<file path="config.mk">
export PLATFORM = sky130hd
export DESIGN_NAME = htep_ram
export DESIGN_NICKNAME = d
export VERILOG_FILES = /design/src/rtl/core/huffman_table_encoder_packer_unit_assert.svh /design/src/rtl/core/htep_ram.sv
export SDC_FILE = /design/constraint.sdc
export NUM_CORES = 1
export LEC_CHECK = 0
export CORE_MARGIN = 2
export CORE_UTILIZATION = 62
export CTS_CLUSTER_DIAMETER = 40
export DETAILED_ROUTE_END_ITERATION = 8
export DONT_BUFFER_PORTS = 1
export HOLD_SLACK_MARGIN = 0.15
export PLACE_DENSITY = 0.78
export SLEW_MARGIN = 20
export SYNTH_ARGS = -nofsm -noshare
export SYNTH_HDL_FRONTEND = slang
export SYNTH_SLANG_ARGS = --single-unit
</file>
<file path="constraint.sdc">
create_clock -name clk_i -period 2.2 [get_ports clk_i]
set_input_delay 0.11 -clock clk_i [delete_from_list [all_inputs] [get_ports clk_i]]
set_output_delay 0.11 -clock clk_i [all_outputs]
set_load 0.01 [all_outputs]
</file>
<file path="src/rtl/core/huffman_table_encoder_packer_unit_assert.svh">
// Assertion macros for the Huffman table encoder and bit packer.
// Needs clk_i and rst_ni in the including module's scope.
`ifndef HUFFMAN_TABLE_ENCODER_PACKER_UNIT_ASSERT_SVH
`define HUFFMAN_TABLE_ENCODER_PACKER_UNIT_ASSERT_SVH

// Property must hold at every clock edge out of reset.
`define HTEP_ASSERT(lbl, prop) \
  lbl: assert property (@(posedge clk_i) disable iff (!rst_ni) (prop)) \
    else $error("htep assertion failed");

// Trigger implies a consequence in the next cycle.
`define HTEP_ASSERT_NEXT(lbl, trig, cons) \
  lbl: assert property (@(posedge clk_i) disable iff (!rst_ni) (trig) |=> (cons)) \
    else $error("htep assertion failed");

`endif

</file>
<file path="src/rtl/core/htep_ram.sv">
// Generic simple dual-port RAM, one write and one registered read port.
// No package dependency.
module htep_ram #(
  parameter int unsigned WIDTH = 8,
  parameter int unsigned DEPTH = 16
) (
  input  logic                                  clk_i,
  input  logic                                  we_i,
  input  logic [(DEPTH > 1 ? $clog2(DEPTH) : 1)-1:0] waddr_i,
  input  logic [WIDTH-1:0]                      wdata_i,
  input  logic                                  re_i,
  input  logic [(DEPTH > 1 ? $clog2(DEPTH) : 1)-1:0] raddr_i,
  output logic [WIDTH-1:0]                      rdata_o
);

  logic [WIDTH-1:0] mem_q [DEPTH];
  logic [WIDTH-1:0] rdata_q;

  always_ff @(posedge clk_i) begin
    if (we_i) begin
      mem_q[waddr_i] <= wdata_i;
    end
    if (re_i) begin
      rdata_q <= mem_q[raddr_i];
    end
  end

  assign rdata_o = rdata_q;

endmodule

</file>
==> results.py <==
metrics = {
    "final_layout": {
        "syn_to_final_growth_pct": 18.5,
        "final_cell_mix": "edfxtp_1 (136), mux4_2 (18), dlygate4sd3_1 (17), a22oi_1 (16), clkbuf_16 (16)",
        "antenna_cells": 0,
        "fillCellCount": 419,
        "layout-drive-gt1-share_pct": 23.3,
        "final_common_cell": "edfxtp_1",
        "finalCoreUtilization_pct": 75.8,
        "nets": 289,
    },
    "sta": {
        "maxSlewViolCount": 0,
        "setup_viol": 0,
        "period_needed_ns": 2.02,
        "hold_slack_ns": 0.193,
        "fin_crit_sh_pct": 91.8,
        "finalSetupTns_ns": 0,
        "hold_viol_final": 0,
        "fin_skew_ns": 0.00716,
        "rsz0062_at_grt": "false",
        "max_slew_margin_pct": 44.4,
        "tightest_slew_ns": 0.833,
        "max_freq_mhz": 495,
    },
    "min_path": {
        "hp-class": "input port to flop",
        "worstHoldStart": "we_i",
        "hold_end": "mem_q[15][6]$_DFFE_PP_",
        "hold-path-cell-count": 3,
    },
    "detailed_routing": {
        "drc_errors": 0,
        "wl_per_cell_um": 27.3,
        "ant_nets": 0,
        "first_pass_iters": 5,
        "viasPerCell": 6.61,
        "drt_iter0_drc": 201,
        "num_vias": 2564,
        "wl_um": 10600,
    },
    "power_and_ir_drop": {
        "power_density_nw_per_um2": 976,
        "p_switching_mw": 1.19,
        "power_frac_clock_pct": 47.0,
        "netSwitchingFraction_pct": 19.7,
        "ir_drop_v": 0.000644,
        "pwr-share-seq_pct": 48.7,
        "internal_power_mw": 4.86,
        "p_leak_nw": 2.06,
        "pwr-share-comb_pct": 4.3,
    },
    "synthesis": {
        "yosysTopAreaCellShare_pct": 78.1,
        "synth_largest_area_cell": "edfxtp_1",
        "synthSimpleGateAreaFrac_pct": 3.14,
        "ys_seq_area_share_pct": 78.1,
        "avgSynthCellArea_um2": 22.8,
        "synth_nets": 248,
        "synth_top_family_by_area": "multiplexers",
        "synthXorXnorAreaFrac_pct": 0,
        "ys_ff_latch": 136,
        "async_flop_share_pct": 0,
        "mappedNetlistArea_um2": 5230,
        "synth_cells": 229,
        "synth.distinct_cells": 18,
        "synthFlopType": "edfxtp_1",
        "synth_compound_area_share_pct": 2.30,
        "yosys-top-cells-area": "edfxtp_1 (78%), mux4_2 (7.8%), mux4_1 (7.0%)",
        "synth-edff-count": 136,
        "ys.warnings.count": 0,
        "yosys.area_share.adder_pct": 0,
        "muxShareOfSynthArea_pct": 14.8,
    },
    "floorplan": {
        "io_pins": 27,
        "rows": 33,
        "die_y_um": 95.8,
        "start_util_pct": 63.9,
        "fp.dieW_um": 95.8,
        "die_area_um2": 9180,
        "core_area_um2": 8180,
    },
    "worst_setup_path": {
        "required_ns": 2.36,
        "r2r_start": "mem_q[12][2]$_DFFE_PP_",
        "worstSetupPathType": "input port to flop",
        "slowest_delay_ns": 0.65,
        "worstReg2RegEnd": "rdata_o[2]$_DFFE_PP_",
        "r2r_cells": 4,
        "arrival_ns": 2.18,
        "crit_path_top_delay_cell": "dlygate4sd3_1",
        "path_common_cell": "dlygate4sd3_1",
        "critPathMaxFanout": 8,
        "cp-end-kind": "flop",
        "startpoint_type": "input port",
        "r2r_slack_ns": 0.33,
        "critPathTopFamily": "buffers and inverters",
        "path_cells": "dlygate4sd3_1 -> or3b_2 -> dlygate4sd3_1 -> nor2_2",
        "path_buf_inv": 2,
    },
    "clock_network": {
        "cts_buffers": 17,
        "htree_levels": 4,
        "clock-sinks": 136,
        "cts_tree": "yes",
        "cts_root_buf": "clkbuf_8",
        "cts.clk_slew.worst_paths_ns": 0.06,
        "clockBufferDepth": 2,
        "clk_latency_ns": 0.52,
    },
    "placement": {
        "place_congestion": 0.742,
        "io_buffer_count": 0,
        "dp_hpwl_um": 5550,
    },
    "global_routing": {
        "grt_max_degree": 33,
        "gr-total-overflow": 0,
        "grt_pass1_vias": 2613,
        "grtUsageTotal_pct": 25.8,
        "antenna_found_initial": 0,
        "grt_pass1_wl_um": 15800,
    },
    "status": {
        "status": "completed",
    },
    "job": {
        "max_cap_viol_count": 0,
    },
}
-- area by class of cell --
cell class / instances / area [um2] / share of cell area (%)
repair buffers: 32 / 315 / 5.09
flip-flops and latches: 136 / 4080 / 65.9
well taps: 105 / 131 / 2.12
clock buffers: 17 / 414 / 6.69
multi-input cells: 83 / 1060 / 17.2
clock inverters: 15 / 184 / 2.97
-- sequential cells by signal (all words and copies together), names as in the netlist --
register,flops
mem_q,128
rdata_o,8
-- Yosys cell counts (all sizes together), types with 2 or more instances --
master           n
nor3             4
a22oi           16
edfxtp         136
nand2b           2
nor2            13
buf              7
nand2            9
clkdlybuf4s25    3
mux4            32
nand3b           2
-- worst register-to-register path: stages (launching register included) --
cell           delay, ns
edfxtp_1            0.38
mux4_2              0.46
dlygate4sd3_1       0.57
a22oi_1             0.14
nand2_1             0.07
-- per-stage QoR --
| step | total power [mW] | area [um2] | setup WS, ns | cells |
|---|---|---|---|---|
| 4_1_cts | 6.08 | 6190 | 0.0382 | 388 |
| 3_5_place_dp | 3.15 | 5370 | 0.579 | 337 |
| 2_1_floorplan | 3.14 | 5230 | 0.597 | 229 |
| 3_3_place_gp | 3.15 | 5370 | 0.564 | 337 |
| 5_1_grt | 6.19 | 6190 | 0.114 | 388 |
| 6_report | 6.05 | 6190 | 0.179 | 388 |
-- power groups by stage --
| stage | combinational, mW | sequential (mW) | clock [mW] |
|---|---|---|---|
| 2_1_floorplan | 0.147 | 2.99 | 0 |
| 3_3_place_gp | 0.153 | 2.99 | 0 |
| 3_5_place_dp | 0.156 | 3.00 | 0 |
| 4_1_cts | 0.260 | 2.95 | 2.87 |
| 5_1_grt | 0.280 | 2.95 | 2.96 |
| 6_report | 0.261 | 2.95 | 2.84 |
-- repair_timing --
action	4_1_cts	5_1_grt
endpoints found under the hold margin	258	0
endpoints found under the setup margin	0	16
gates resized for setup	0	3
hold buffers	19	0
buffers inserted	0	0
-- routing by layer --
layer	track usage (%)	part of all wire, %	vias up
met5	0	0	-
met3	6.50	8.3	25
met2	39.9	50	158
li1	-	-	1067
met4	11.9	2.7	0
met1	35.3	39	1314
-- how the worst max path moves through the flow --
stage                       endpoint  depth (start not counted)        from
5_1_grt        mem_q[2][2]$_DFFE_PP_                          4  waddr_i[3]
2_1_floorplan  mem_q[0][0]$_DFFE_PP_                          2  waddr_i[2]
4_1_cts        mem_q[2][2]$_DFFE_PP_                          4  waddr_i[3]
3_3_place_gp   mem_q[1][6]$_DFFE_PP_                          2  waddr_i[2]
3_5_place_dp   mem_q[2][1]$_DFFE_PP_                          2  waddr_i[2]
6_report       mem_q[2][6]$_DFFE_PP_                          4  waddr_i[3]
-- kinds of logic after synthesis --
kind of cell,after synthesis
buffers and inverters,10
DFF,136
and+or+nand+nor,35
AOI/OAI and AO/OA,16
muxes,32
(Power assumes the default switching activity.)
